**src/hw/rtl/tawd_pkg.sv**
```systemverilog
`timescale 1ns / 1ps

package tawd_pkg;

  // Request kinds carried in req_type
  typedef enum logic [1:0] {
    REQ_LOOP_CHECK = 2'd0,
    REQ_TASK_ALIVE = 2'd1,
    REQ_PANIC      = 2'd2,
    REQ_RESERVED   = 2'd3
  } req_type_t;

  // Latched panic reasons; other values are external codes
  localparam logic [3:0] REASON_NONE         = 4'd0;
  localparam logic [3:0] REASON_LOOP_TIMEOUT = 4'd1;
  localparam logic [3:0] REASON_TASK_MISSED  = 4'd2;

  // Configuration register indexes
  localparam logic [1:0] CFG_LOOP_LIMIT  = 2'd0;
  localparam logic [1:0] CFG_FEED_PERIOD = 2'd1;
  localparam logic [1:0] CFG_WDG_ENABLE  = 2'd2;

  localparam logic [31:0] LOOP_LIMIT_RST  = 32'd100;
  localparam logic [31:0] FEED_PERIOD_RST = 32'd100;

  typedef struct packed {
    logic [1:0]  req_type;
    logic [31:0] tick_ms;
    logic [7:0]  task_id;
    logic [3:0]  panic_code;
  } in_t;

  typedef struct packed {
    logic       feed;
    logic [3:0] panic_reason;
  } out_t;

  // Supervisor state other than the alive bits
  typedef struct packed {
    logic [3:0]  reason;
    logic [31:0] last_check;
    logic [31:0] last_feed;
  } sup_state_t;

  // Programmed configuration
  typedef struct packed {
    logic [31:0] loop_limit;
    logic [31:0] feed_period;
    logic        wdg_enable;
  } cfg_t;

endpackage

```
**src/hw/rtl/tawd_eval.sv**
```systemverilog
`timescale 1ns / 1ps

module tawd_eval #(
  parameter int TASK_COUNT = 8
) (
  input  tawd_pkg::in_t        req,
  input  tawd_pkg::cfg_t       cfg,
  input  tawd_pkg::sup_state_t st,
  input  logic [TASK_COUNT-1:0] alive,
  output tawd_pkg::sup_state_t st_nxt,
  output logic [TASK_COUNT-1:0] alive_nxt,
  output tawd_pkg::out_t       res
);
  import tawd_pkg::*;

  logic [31:0]           since_check;
  logic [31:0]           since_feed;
  logic                  timeout;
  logic                  missed;
  logic                  feed_due;
  logic [TASK_COUNT-1:0] id_hot;

  // Elapsed times, modulo 2^32
  assign since_check = req.tick_ms - st.last_check;
  assign since_feed  = req.tick_ms - st.last_feed;
  assign timeout     = (st.last_check != 32'd0) && (since_check > cfg.loop_limit);
  assign missed      = (alive != {TASK_COUNT{1'b1}});
  assign feed_due    = (since_feed >= cfg.feed_period);

  // One-hot decode of the task id; ids past the task count decode to nothing
  always_comb begin
    for (int i = 0; i < TASK_COUNT; i++) begin
      id_hot[i] = (req.task_id == 8'(i));
    end
  end

  always_comb begin
    st_nxt    = st;
    alive_nxt = alive;
    res.feed  = 1'b0;
    case (req_type_t'(req.req_type))
      REQ_LOOP_CHECK: begin
        if (st.reason == REASON_NONE) begin
          if (timeout) begin
            st_nxt.reason = REASON_LOOP_TIMEOUT;
          end else begin
            st_nxt.last_check = req.tick_ms;
            if (missed) begin
              st_nxt.reason = REASON_TASK_MISSED;
            end else begin
              alive_nxt = '0;
              if (feed_due) begin
                st_nxt.last_feed = req.tick_ms;
                res.feed         = cfg.wdg_enable;
              end
            end
          end
        end
      end
      REQ_TASK_ALIVE: begin
        alive_nxt = alive | id_hot;
      end
      REQ_PANIC: begin
        if (st.reason == REASON_NONE) begin
          st_nxt.reason = req.panic_code;
        end
      end
      default: begin
      end
    endcase
    res.panic_reason = st_nxt.reason;
  end

endmodule

```
**src/hw/rtl/task_alive_watchdog_supervisor_core.sv**
```systemverilog
`timescale 1ns / 1ps

// Task liveness watchdog supervisor. Requests mark a task alive, raise a
// panic, or run a loop check with the current millisecond time; each request
// returns exactly one result carrying the feed pulse and the latched panic
// reason. A request is taken into an input register, evaluated against the
// supervisor state by combinational logic and written to a result register,
// so one request is accepted every cycle while in_stall is low and its
// result is held there while out_stall is high. The evaluation path
// (two 32-bit subtract-and-compare checks feeding the state update) sets the
// cycle. in_stall rises only while the input register holds a request that
// the stalled result register cannot take. Configuration writes are always
// ready and must be made while no request is in flight.
module task_alive_watchdog_supervisor_core #(
  parameter int TASK_COUNT = 8
) (
  input  logic           clk,
  input  logic           rst_n,
  input  logic           in_valid,
  output logic           in_stall,
  input  tawd_pkg::in_t  in_data,
  output logic           out_valid,
  input  logic           out_stall,
  output tawd_pkg::out_t out_data,
  input  logic           cfg_valid,
  output logic           cfg_ready,
  input  logic [1:0]     cfg_index,
  input  logic [31:0]    cfg_data
);
  import tawd_pkg::*;

  logic                  in_valid_r;
  in_t                   in_data_r;
  logic                  out_valid_r;
  out_t                  out_data_r;
  cfg_t                  cfg_r;
  sup_state_t            st_r;
  sup_state_t            st_nxt;
  logic [TASK_COUNT-1:0] alive_r;
  logic [TASK_COUNT-1:0] alive_nxt;
  out_t                  res;
  logic                  out_free;
  logic                  advance;

  // Handshake
  assign out_free  = !out_valid_r || !out_stall;
  assign advance   = in_valid_r && out_free;
  assign in_stall  = in_valid_r && !out_free;
  assign out_valid = out_valid_r;
  assign out_data  = out_data_r;
  assign cfg_ready = 1'b1;

  // Input register
  always_ff @(posedge clk) begin
    if (!rst_n) begin
      in_valid_r <= 1'b0;
    end else if (!in_stall) begin
      in_valid_r <= in_valid;
    end
  end

  always_ff @(posedge clk) begin
    if (in_valid && !in_stall) begin
      in_data_r <= in_data;
    end
  end

  // Configuration registers
  always_ff @(posedge clk) begin
    if (!rst_n) begin
      cfg_r.loop_limit  <= LOOP_LIMIT_RST;
      cfg_r.feed_period <= FEED_PERIOD_RST;
      cfg_r.wdg_enable  <= 1'b0;
    end else if (cfg_valid && cfg_ready) begin
      case (cfg_index)
        CFG_LOOP_LIMIT:  cfg_r.loop_limit  <= cfg_data;
        CFG_FEED_PERIOD: cfg_r.feed_period <= cfg_data;
        CFG_WDG_ENABLE:  cfg_r.wdg_enable  <= cfg_data[0];
        default: begin
        end
      endcase
    end
  end

  // Request evaluation
  tawd_eval #(
    .TASK_COUNT(TASK_COUNT)
  ) u_eval (
    .req       (in_data_r),
    .cfg       (cfg_r),
    .st        (st_r),
    .alive     (alive_r),
    .st_nxt    (st_nxt),
    .alive_nxt (alive_nxt),
    .res       (res)
  );

  // Supervisor state
  always_ff @(posedge clk) begin
    if (!rst_n) begin
      st_r    <= '0;
      alive_r <= '0;
    end else if (advance) begin
      st_r    <= st_nxt;
      alive_r <= alive_nxt;
    end
  end

  // Result register
  always_ff @(posedge clk) begin
    if (!rst_n) begin
      out_valid_r <= 1'b0;
    end else if (out_free) begin
      out_valid_r <= in_valid_r;
    end
  end

  always_ff @(posedge clk) begin
    if (advance) begin
      out_data_r <= res;
    end
  end

  // A feed pulse never goes out alongside a latched panic
  a_feed_no_panic: assert property (@(posedge clk) disable iff (!rst_n)
    out_valid_r && out_data_r.feed |-> out_data_r.panic_reason == REASON_NONE)
    else $error("feed issued with a panic latched");

  // Once latched, the panic reason never changes
  a_reason_sticky: assert property (@(posedge clk) disable iff (!rst_n)
    st_r.reason != REASON_NONE |=> st_r.reason == $past(st_r.reason))
    else $error("latched panic reason changed");

  // The state only moves when a request passes into the result register
  a_state_hold: assert property (@(posedge clk) disable iff (!rst_n)
    !advance |=> $stable(st_r) && $stable(alive_r))
    else $error("state changed without a request");

endmodule

```
**config.mk**
```make
export PLATFORM = sky130hd
export DESIGN_NAME = task_alive_watchdog_supervisor_core
export DESIGN_NICKNAME = d
export VERILOG_FILES = /design/src/hw/rtl/tawd_pkg.sv /design/src/hw/rtl/tawd_eval.sv /design/src/hw/rtl/task_alive_watchdog_supervisor_core.sv
export SDC_FILE = /design/constraint.sdc
export NUM_CORES = 1
export LEC_CHECK = 0
export BUFFER_PORTS_ARGS = -buffer_cell sky130_fd_sc_hd__buf_2
export CAP_MARGIN = 20
export CORE_AREA = 2 2 148 150
export CTS_BUF_LIST = sky130_fd_sc_hd__clkbuf_8
export DETAILED_ROUTE_END_ITERATION = 10
export DIE_AREA = 0 0 150 152
export PLACE_DENSITY_LB_ADDON = 0.25
export SKIP_LAST_GASP = 1
export SLEW_MARGIN = 10
export SYNTH_ARGS = -nofsm -noshare
export SYNTH_HDL_FRONTEND = slang
export SYNTH_SLANG_ARGS = --single-unit
```
**constraint.sdc**
```tcl
create_clock -name clk -period 4.3 [get_ports clk]
set_clock_uncertainty 0.1 [all_clocks]
set_input_delay 0.43 -clock clk [delete_from_list [all_inputs] [get_ports clk]]
set_output_delay 0.43 -clock clk [all_outputs]
set_load 0.01 [all_outputs]
```
Word-level counts from Yosys, hierarchy flattened
Index checks and enable logic that the tools add are counted.
{"block": "word_totals", "regBits": 194, "input_bits": 85, "wordCells": 74}
{"block": "classes", "n_lt_le_gt_ge": 2, "n_reduce_logical": 22, "n_eq_ne": 15, "n_addsub": 2, "muxes": 12, "bitwise_logic": 6}
{"operator": "$mux 68", "n": 1}
{"operator": "$mux 32", "n": 2}
{"operator": "$mux 64", "n": 1}
{"operator": "$sub 32x32->32", "n": 2}
{"operator": "$eq 8x3->1 const B", "n": 4}
{"operator": "$ge 32x32->1", "n": 1}
{"operator": "$gt 32x32->1", "n": 1}
{"operator": "$reduce_bool 32->1", "n": 1}
{"operator": "$mux 8", "n": 3}
{"operator": "$eq 8x2->1 const B", "n": 2}
{"operator": "$pmux 8 s2", "n": 1}
{"operator": "$mux 4", "n": 3}
{"operator": "$eq 8x1->1 const B", "n": 1}
{"operator": "$logic_not 8->1", "n": 1}
{"operator": "$ne 8x8->1 const B", "n": 1}
{"operator": "$or 8x8->8", "n": 1}
{"operator": "$pmux 4 s2", "n": 1}
{"operator": "$reduce_and 2->1", "n": 3}
{"operator": "$reduce_and 6->1", "n": 1}
{"operator": "$not 1->1", "n": 5}
{"operator": "$reduce_and 5->1", "n": 1}
{"operator": "$reduce_or 5->1", "n": 1}
{"operator": "$eq 2x1->1 const B", "n": 2}
{"operator": "$eq 2x2->1 const B", "n": 2}
{"operator": "9 further kinds", "n": 17}

Longest topological paths before layout
Gate-level depths: netlist of the first run.
{"block": "logic_depth", "depth_word": 7, "depth_mapped": 24, "depth_no_buf": 23}

Modules after synthesis
A second synthesis of the first run with hierarchy kept.
{"block": "hier_totals", "cells_unflattened": 1469, "hier_area_um2": 12911.1}
{"module": "task_alive_watchdog_supervisor_core", "cells_each": 640, "area_per_inst_um2": 7139.3, "n_inst": 1}
{"module": "tawd_eval", "cells_each": 829, "area_per_inst_um2": 5771.8, "n_inst": 1}

Worst setup path before layout of the first run
No wires, ideal clock.
{"block": "synth_path", "kind": "register to register", "from": "register in_data_r[12] in the netlist's numbering", "to": "register alive_r[2]", "slack_ns": -0.397, "arrival_ns": 4.452, "setup_ns": 0.146, "period_less_slack_ns": 4.697, "stages_incl_launch_ff": 22, "t_required_ns": 4.054, "cell_sequence": "edfxtp_1 inv_1 ha_1 inv_1 fa_1 a211oi_1 nor2_1 o2111ai_2 a21oi_2 a221oi_2 a21oi_2 a41o_1 a21oi_2 xnor2_1 ha_1 nand4_1 nor4_1 a21oi_1 and2_1 a22o_1 o31ai_1 nor2_1"}
{"block": "synth_between", "elab_chain_len": 5}
{"item": "start: declaration", "line_no": "task_alive_watchdog_supervisor_core.sv:33", "text": "in_t in_data_r;"}
{"item": "start signal: assignment", "line_no": "task_alive_watchdog_supervisor_core.sv:64", "text": "in_data_r <= in_data;"}
{"item": "$sub 32x32->32", "line_no": "tawd_eval.sv:24", "text": "assign since_check = req.tick_ms - st.last_check;"}
{"item": "$gt 32x32->1", "line_no": "tawd_eval.sv:26", "text": "assign timeout = (st.last_check != 32'd0) && (since_check > cfg.loop_limit);"}
{"item": "$logic_and 1x1->1", "line_no": "tawd_eval.sv:26"}
{"item": "$ne 2x2->1 (no source line)"}
{"item": "$reduce_and 5->1 (no source line)"}
{"item": "end signal: assignment", "line_no": "task_alive_watchdog_supervisor_core.sv:105", "text": "alive_r <= alive_nxt;"}
{"item": "end: declaration", "line_no": "task_alive_watchdog_supervisor_core.sv:39", "text": "logic [TASK_COUNT-1:0] alive_r;"}
No other way between the ends.
A chain may end at the register's enable or synchronous reset.

==> results of run 1 <==
worst max-delay path by stage:
stage | endpoint | cells past startpoint | slack [ps] | from
2_1_floorplan | st_r[1] | 23 | -210 | in_data_r[12]
3_3_place_gp | st_r[10] | 21 | -770 | in_data_r[13]
3_5_place_dp | st_r[1] | 21 | -930 | in_data_r[13]
4_1_cts | st_r[20] | 24 | -650 | in_data_r[12]
5_1_grt | st_r[27] | 23 | -1030 | in_data_r[19]
6_report | out_data[1] | 24 | -810 | in_data_r[19]
cell usage after synthesis, drive strengths merged, types with 34 or more instances:
master    n
edfxtp   51
a21oi    73
clkbuf   34
a21boi   94
dfxtp   143
inv     147
nor2     58
nand2   223
nor2b    42
o21ai    34
xnor2    44
a21o     43
ha      126
per-stage QoR:
step / setup WS (ps) / total power [mW] / cell area, µm² / utilization, % / setup TNS (ps)
2_1_floorplan: -214 / 2.66 / 12000 / - / -11860
3_3_place_gp: -768 / 3.05 / 14000 / 65.6 / -56770
3_5_place_dp: -931 / 3.08 / 14000 / 65.6 / -66330
4_1_cts: -651 / 4.60 / 14900 / 70.0 / -44580
5_1_grt: -1030 / 4.84 / 15200 / 71.1 / -73180
6_report: -806 / 4.64 / 15200 / 71.1 / -57130
kinds of logic after synthesis:
group	Yosys count
compound gates	343
buf+inv	188
xor+xnor	53
flops	194
mux	33
simple gates	419
fa+ha+maj	128
other cells	1
routing by layer:
layer | vias up | GRT usage, % | part of all wire, %
li1 | 5271 | - | -
met1 | 5103 | 35.4 | 43
met2 | 316 | 48.1 | 48
met3 | 86 | 4.98 | 4.7
met4 | 0 | 12.6 | 3.8
met5 | - | 0 | 0
area by class of cell:
cell class                 count  share of cell area [%]
clock inverter                14                    1.55
sequential                   194                    28.9
inverter                     147                    3.63
multi-input combinational    977                    46.7
clock buffer                  18                    1.63
timing repair buffer         305                    15.2
tap                          280                    2.31
state kept, by name, summed over array words and instances (netlist names):
name,cells
alive_r,8
cfg_r,65
in_data_r,46
in_valid_r,1
out_data,5
out_valid,1
st_r,68
power by group:
part	total (mW)	switching (mW)	leakage, nW	internal [mW]
Clock	1.45	0.686	0.246	0.767
Combinational	1.20	0.614	4.47	0.589
Sequential	1.98	0.0437	1.65	1.94
timing repair:
item	CTS	global route
buffers inserted	17	7
hold endpoints to repair	0	9
resized for setup	58	29
hold buffers	0	9
endpoints found under the setup margin	77	77
gates cloned	4	1
pin swaps	18	29
==> results_tabular.tex, run 1 <==
\begin{tabular}{lr}
\hline
Metric & Value \\
\hline
\multicolumn{2}{l}{\textbf{Logic synthesis}} \\
\quad Largest cells by area after synthesis & dfxtp\_1 24\%, ha\_1 13\%, edfxtp\_1 13\% \\
\quad Xor-xnor portion of the synthesized cell area & 3.91\% \\
\quad Fraction of the mapped netlist area in adder cells & 13.6\% \\
\quad Fraction of synthesized cell area taken by the top area cell type & 24.1\% \\
\quad Largest family of logic cells by synthesized area & compound AO/OA/AOI/OAI gates \\
\quad Synthesized netlist cell count & 1359 \\
\quad Cell type with the highest aggregate area in the netlist & dfxtp\_1 \\
\quad Share of the synthesized area in compound gates (AO/OA/AOI/OAI) & 20.3\% \\
\quad Number of warning messages in the yosys log & 0 \\
\quad Post-synthesis simple-gate area fraction & 16.2\% \\
\quad Top flip-flop cell by instance count after synthesis & dfxtp\_1 \\
\quad Proportion of synthesized area in mux cells & 2.79\% \\
\quad Sequential area share after synthesis & 37.1\% \\
\quad Mapped Avg Cell Area & 8.73 µm² \\
\quad FFs w/ async S/R, synth & 0\% \\
\quad Synthesized net count & 1572 \\
\quad Number of different library cells in the post-synthesis netlist & 67 \\
\quad Synthesized flop and latch total & 194 \\
\quad Cell area after synthesis & 11900 µm² \\
\quad Count of flip-flops with a built-in enable after synthesis & 51 \\
\multicolumn{2}{l}{\textbf{Worst setup path}} \\
\quad Slowest cell on the critical path & edfxtp\_1 \\
\quad Arrival time at the worst endpoint & 5240 ps \\
\quad Setup slack of the most critical reg-to-reg path & -810 ps \\
\quad Category of the worst setup path launch point & flip-flop \\
\quad Category of the most critical setup path & reg2reg \\
\quad Endpoint of the worst-slack reg-to-reg timing path & out\_data[1] \\
\quad Maximum net fanout on the critical path & 4 \\
\quad Kind of cell adding the most delay to the critical path & compound AO/OA/AOI/OAI gates \\
\quad Delay of the slowest critical-path stage & 450 ps \\
\quad Logic depth of the worst register-to-register path & 24 \\
\quad Critical path buffers and inverters & 6 \\
\quad Critical path endpoint category & flip-flop \\
\quad Crit-path cells & buf\_6 -> ha\_4 -> a21o\_1 -> buf\_6 -> or3\_4 -> o2111ai\_4 -> a21oi\_4 -> a221oi\_4 -> a21oi\_2 -> a41o\_1 -> a21oi\_2 -> xnor2\_1 -> ha\_1 -> nand4\_1 -> buf\_4 -> or4\_4 -> o211ai\_1 -> buf\_4 -> a22o\_4 -> buf\_12 -> buf\_6 -> a21oi\_2 -> nor2\_2 -> nor2\_1 \\
\quad RR Startpoint & in\_data\_r[19] \\
\quad Worst endpoint required time & 4440 ps \\
\multicolumn{2}{l}{\textbf{Route}} \\
\quad Via total after detailed routing & 10.8k \\
\quad Via density & 5.57 \\
\quad Residual antenna-violating net count after detailed routing & 0 \\
\quad Routed wire per std cell & 17.0 µm \\
\quad Total Routed Length & 32800 µm \\
\quad DRT iter0 DRCs & 661 \\
\quad Remaining DRCs & 0 \\
\quad Drt pass-1 iters & 5 \\
\multicolumn{2}{l}{\textbf{GRT}} \\
\quad Sum of overflow across all layers after global routing & 0 \\
\quad Number of antenna violations at the first check in global routing & 0 \\
\quad Overall fraction of global-route tracks in use & 28.5\% \\
\quad Global-route wire length before repair & 51600 µm \\
\quad Pin count of the biggest net entering global routing & 97 \\
\quad Via count of the first global-routing pass & 10.5k \\
\multicolumn{2}{l}{\textbf{Cells and area}} \\
\quad Antenna Diode Count & 0 \\
\quad Commonest cells after routing, fill and taps aside & 220 x nand2\_1, 182 x buf\_4, 147 x inv\_1 \\
\quad Layout fillers & 1592 \\
\quad Most common cell after layout, fill and taps aside & nand2\_1 \\
\quad Layout Cells excl Fill & 1935 \\
\quad Area taken by multi-input logic gates & 7100 µm² \\
\quad Area added between synthesis and finish & 28.0\% \\
\quad FF/Latch Area & 4390 µm² \\
\quad Fraction of layout cells with a size suffix above 1 & 23.7\% \\
\quad Number of nets in the finished design & 1855 \\
\multicolumn{2}{l}{\textbf{Timing}} \\
\quad Setup violation total in the final timing report & 77 \\
\quad Hold violation total from the final report & 0 \\
\quad Maximum clock rate & 196 MHz \\
\quad Clock period minus worst slack & 5110 ps \\
\quad Worst slack on hold paths & 20.8 ps \\
\quad Period utilisation layout & 119\% \\
\quad Final worst setup slack & -806 ps \\
\quad Final Slew Violations & 0 \\
\quad Pin slew with the least headroom to its limit & 996 ps \\
\quad Unrepaired setup endpoints after global routing & true \\
\quad Worst-case headroom to the max-slew limit & 33.0\% \\
\multicolumn{2}{l}{\textbf{Min path}} \\
\quad Number of instances on the worst hold path & 1 \\
\quad Worst min-delay path category & in2reg \\
\quad Min-Delay Endpoint & in\_data\_r[30] \\
\quad Source of the worst hold timing path & in\_data[30] \\
\multicolumn{2}{l}{\textbf{Clocking}} \\
\quad Maximum root-to-sink buffer count & 2 \\
\quad H-tree level count & 4 \\
\quad Clock-pin slew on the worst setup and hold paths & 110 ps \\
\quad Root Buffer & clkbuf\_8 \\
\quad Total CTS buffers & 17 \\
\quad Clock Sink Count & 194 \\
\quad Source-to-sink clock delay at the later pin of the worst-skew pair & 470 ps \\
\quad Clock tree from TritonCTS & yes \\
\multicolumn{2}{l}{\textbf{Floorplanning}} \\
\quad Die height & 152 µm \\
\quad Width of the die & 150 µm \\
\quad Initial cell density of the core & 55.5\% \\
\quad Core region area & 21400 µm² \\
\quad Number of rows in the core area & 54 \\
\quad \# IOs & 93 \\
\quad Area of the die & 22800 µm² \\
\multicolumn{2}{l}{\textbf{Job}} \\
\quad \# Max-Cap Violations & 0 \\
\multicolumn{2}{l}{\textbf{Power}} \\
\quad Total power density per cell area & 305 nW/µm² \\
\quad Maximum VDD drop & 0.206 mV \\
\quad Leakage & 6.37 nW \\
\multicolumn{2}{l}{\textbf{Placed design}} \\
\quad GPL Wtd Cong & 0.932 \\
\quad Number of buffers added on ports & 91 \\
\quad Placed cell count & 1866 \\
\quad Detailed Place HPWL & 23200 µm \\
\multicolumn{2}{l}{\textbf{Outcome}} \\
\quad Status & complete, but fails checks \\
\quad Violated checks & negative setup slack \\
\hline
\end{tabular}
(Power assumes the default switching activity.)
==> run 2: changes to the inputs <==
--- a/config.mk
+++ b/config.mk
@@ -5,12 +5,13 @@
 export SDC_FILE = /design/constraint.sdc
 export NUM_CORES = 1
 export LEC_CHECK = 0
+export ABC_AREA = 1
 export BUFFER_PORTS_ARGS = -buffer_cell sky130_fd_sc_hd__buf_2
 export CAP_MARGIN = 20
-export CORE_AREA = 2 2 148 150
+export CORE_AREA = 2 2 150 152
 export CTS_BUF_LIST = sky130_fd_sc_hd__clkbuf_8
 export DETAILED_ROUTE_END_ITERATION = 10
-export DIE_AREA = 0 0 150 152
+export DIE_AREA = 0 0 152 154
 export PLACE_DENSITY_LB_ADDON = 0.25
 export SKIP_LAST_GASP = 1
 export SLEW_MARGIN = 10
==> results_tabular.tex, run 2 <==
\begin{tabular}{lr}
\hline
Metric & Value \\
\hline
\multicolumn{2}{l}{\textbf{Logic synthesis}} \\
\quad Number of different library cells in the post-synthesis netlist & 44 \\
\quad Synthesized net count & 1893 \\
\quad Number of warning messages in the yosys log & 0 \\
\quad Largest cells by area after synthesis & dfxtp\_1 23\%, ha\_1 13\%, edfxtp\_1 12\% \\
\quad Most used standard cells in the synthesized netlist & 348 x nand2\_1, 268 x inv\_1, 209 x a21oi\_1, 167 x nor2\_1, 143 x dfxtp\_1 \\
\quad Synthesized netlist cell count & 1680 \\
\quad Most instantiated library cell after synthesis & nand2\_1 \\
\quad Cell type with the highest aggregate area in the netlist & dfxtp\_1 \\
\quad FFs w/ async S/R, synth & 0\% \\
\quad Sequential area share after synthesis & 35.8\% \\
\quad Fraction of synthesized cell area taken by the top area cell type & 23.3\% \\
\quad Mapped Avg Cell Area & 7.31 µm² \\
\quad Top flip-flop cell by instance count after synthesis & dfxtp\_1 \\
\quad Cell area after synthesis & 12300 µm² \\
\quad Count of flip-flops with a built-in enable after synthesis & 51 \\
\quad Synthesized flop and latch total & 194 \\
\multicolumn{2}{l}{\textbf{GRT}} \\
\quad Via count of the first global-routing pass & 10.5k \\
\quad Number of antenna violations at the first check in global routing & 0 \\
\quad Overall fraction of global-route tracks in use & 26.5\% \\
\quad Global-route wire length before repair & 50700 µm \\
\quad Pin count of the biggest net entering global routing & 59 \\
\quad Sum of overflow across all layers after global routing & 0 \\
\multicolumn{2}{l}{\textbf{Placed design}} \\
\quad GPL Wtd Cong & 0.939 \\
\quad Number of buffers added on ports & 91 \\
\quad Placed cell count & 2067 \\
\quad Detailed Place HPWL & 24900 µm \\
\multicolumn{2}{l}{\textbf{Timing}} \\
\quad Hold violation total from the final report & 0 \\
\quad Period utilisation layout & 96.9\% \\
\quad Pin slew with the least headroom to its limit & 958 ps \\
\quad Maximum clock rate & 240 MHz \\
\quad Worst slack on hold paths & 13.4 ps \\
\quad Accumulated negative setup slack & 0 ps \\
\quad Final Slew Violations & 0 \\
\quad Worst-case headroom to the max-slew limit & 36.1\% \\
\quad Unrepaired setup endpoints after global routing & true \\
\quad Clock period minus worst slack & 4170 ps \\
\quad Setup violation total in the final timing report & 0 \\
\multicolumn{2}{l}{\textbf{Floorplanning}} \\
\quad Width of the die & 152 µm \\
\quad Number of rows in the core area & 54 \\
\quad Initial cell density of the core & 56.6\% \\
\quad Area of the die & 23400 µm² \\
\quad Core region area & 21700 µm² \\
\quad \# IOs & 93 \\
\quad Die height & 154 µm \\
\multicolumn{2}{l}{\textbf{Worst setup path}} \\
\quad Maximum net fanout on the critical path & 7 \\
\quad Critical path endpoint category & flip-flop \\
\quad Category of the worst setup path launch point & flip-flop \\
\quad Arrival time at the worst endpoint & 4450 ps \\
\quad Worst path most repeated cell & nand2\_1 \\
\quad Category of the most critical setup path & reg2reg \\
\quad Slowest cell on the critical path & edfxtp\_1 \\
\quad Worst endpoint required time & 4590 ps \\
\quad Delay of the slowest critical-path stage & 430 ps \\
\multicolumn{2}{l}{\textbf{Cells and area}} \\
\quad Commonest cells after routing, fill and taps aside & 334 x nand2\_1, 265 x inv\_1, 202 x a21oi\_1 \\
\quad Flip-flop count of the largest register, all copies and words added & 68 \\
\quad Layout fillers & 1911 \\
\quad Fraction of layout cells with a size suffix above 1 & 14.0\% \\
\quad Number of nets in the finished design & 2055 \\
\quad Most common cell after layout, fill and taps aside & nand2\_1 \\
\quad Registers with the most flip-flops & st\_r: 68 flops, cfg\_r: 65 flops, in\_data\_r: 46 flops \\
\quad Most flop-heavy register & st\_r \\
\quad Post-layout util & 66.7\% \\
\quad Layout Cells excl Fill & 2135 \\
\quad Area added between synthesis and finish & 17.8\% \\
\quad Antenna Diode Count & 0 \\
\multicolumn{2}{l}{\textbf{Clocking}} \\
\quad Maximum root-to-sink buffer count & 2 \\
\quad Clock tree from TritonCTS & yes \\
\quad Clock Sink Count & 194 \\
\quad Root Buffer & clkbuf\_8 \\
\quad H-tree level count & 4 \\
\quad Source-to-sink clock delay at the later pin of the worst-skew pair & 490 ps \\
\quad Clock-pin slew on the worst setup and hold paths & 120 ps \\
\quad Total CTS buffers & 17 \\
\multicolumn{2}{l}{\textbf{Route}} \\
\quad Via total after detailed routing & 11.5k \\
\quad Via density & 5.37 \\
\quad DRT iter0 DRCs & 782 \\
\quad Drt pass-1 iters & 5 \\
\quad Routed wire per std cell & 15.1 µm \\
\quad Remaining DRCs & 0 \\
\quad Total Routed Length & 32200 µm \\
\quad Residual antenna-violating net count after detailed routing & 0 \\
\multicolumn{2}{l}{\textbf{Outcome}} \\
\quad Status & complete, no violations \\
\multicolumn{2}{l}{\textbf{Power}} \\
\quad P\_int & 2.89 mW \\
\quad Fraction of power spent switching nets & 34.0\% \\
\quad Switching component of the power & 1.49 mW \\
\quad Share of power burned in combinational logic & 24.2\% \\
\quad Maximum VDD drop & 0.233 mV \\
\quad Total power density per cell area & 303 nW/µm² \\
\quad Part of the total power dissipated in sequential elements & 45.4\% \\
\quad Leakage & 6.23 nW \\
\quad Part of the total power dissipated in the clock network & 30.4\% \\
\quad Overall power consumption & 4.38 mW \\
\multicolumn{2}{l}{\textbf{Job}} \\
\quad \# Max-Cap Violations & 0 \\
\multicolumn{2}{l}{\textbf{Min path}} \\
\quad Worst min-delay path category & in2reg \\
\hline
\end{tabular}
run 2: final timing paths:
path | startpoint | to | slack (ps) | cells past startpoint
hold / removal | in_data[34] | in_data_r[34] | 10 | 1
setup / recovery | in_data_r[12] | st_r[25] | 130 | 30
setup reg to reg | in_data_r[12] | st_r[25] | 130 | 30
hold reg to reg | cfg_r[41] | cfg_r[41] | 370 | 2
run 2: per-stage QoR:
stage | instance area (µm²) | worst slack [ps]
after detailed placement | 13400 | -40.7
final | 14500 | 132
after global routing | 14500 | -78.7
after global placement | 13400 | 73.3
after CTS | 14000 | 18.8
after floorplan | 12300 | 701
run 2: logic make-up (layout without fill, tap and decap cells):
family,count (synthesis),after routing,synth area share [%]
AOI/OAI and AO/OA,372,372,16.2
xor gates and xnor gates,56,56,4.00
adders and majority gates,128,128,13.2
buffers and inverters,310,485,10.0
DFF,194,194,35.8
other,1,1,0.0305
and+or+nand+nor,619,619,20.8
run 2: critical path, delay by kind of cell (launching register included):
kind | cells | cell delay (ps)
AND/OR/NAND/NOR | 21 | 1940
AO/OA/AOI/OAI | 1 | 250
buffers and inverters | 5 | 550
adder cells (fa/ha/maj) | 3 | 790
flip-flops | 1 | 430
run 2: metal layers:
metal  wire, µm  track usage (%)  share of wire [%]  vias up
met3       1940             2.90                6.0       37
met5          0                0                  0        -
met2      14200             41.1                 44      333
li1           -                -                  -     5819
met4        540             6.72                1.7        0
met1      15500             39.5                 48     5267
run 2: final cells by class:
class | instances | area (µm²) | share of cell area [%]
clock buffer | 17 | 234 | 1.62
clock inverter | 15 | 218 | 1.51
tap | 280 | 350 | 2.42
sequential | 194 | 4390 | 30.4
inverter | 270 | 1010 | 7.01
timing repair buffer | 183 | 1390 | 9.60
multi-input combinational | 1176 | 6860 | 47.5
run 2: power by group through the flow:
stage | Sequential, mW | Combinational, mW | Clock, mW
3_5_place_dp | 2.03 | 0.985 | 0
4_1_cts | 1.99 | 1.00 | 1.35
5_1_grt | 2.00 | 1.19 | 1.43
2_1_floorplan | 2.02 | 0.669 | 0
3_3_place_gp | 2.03 | 0.962 | 0
6_report | 1.99 | 1.06 | 1.33
run 2: what timing repair did:
item | in CTS | in global routing
endpoints found under the setup margin | 32 | 76
pin swaps | 2 | 26
hold endpoints to repair | 15 | 5
gates resized for setup | 4 | 61
cloned | 0 | 5
buffers inserted | 0 | 9
hold buffers | 15 | 5
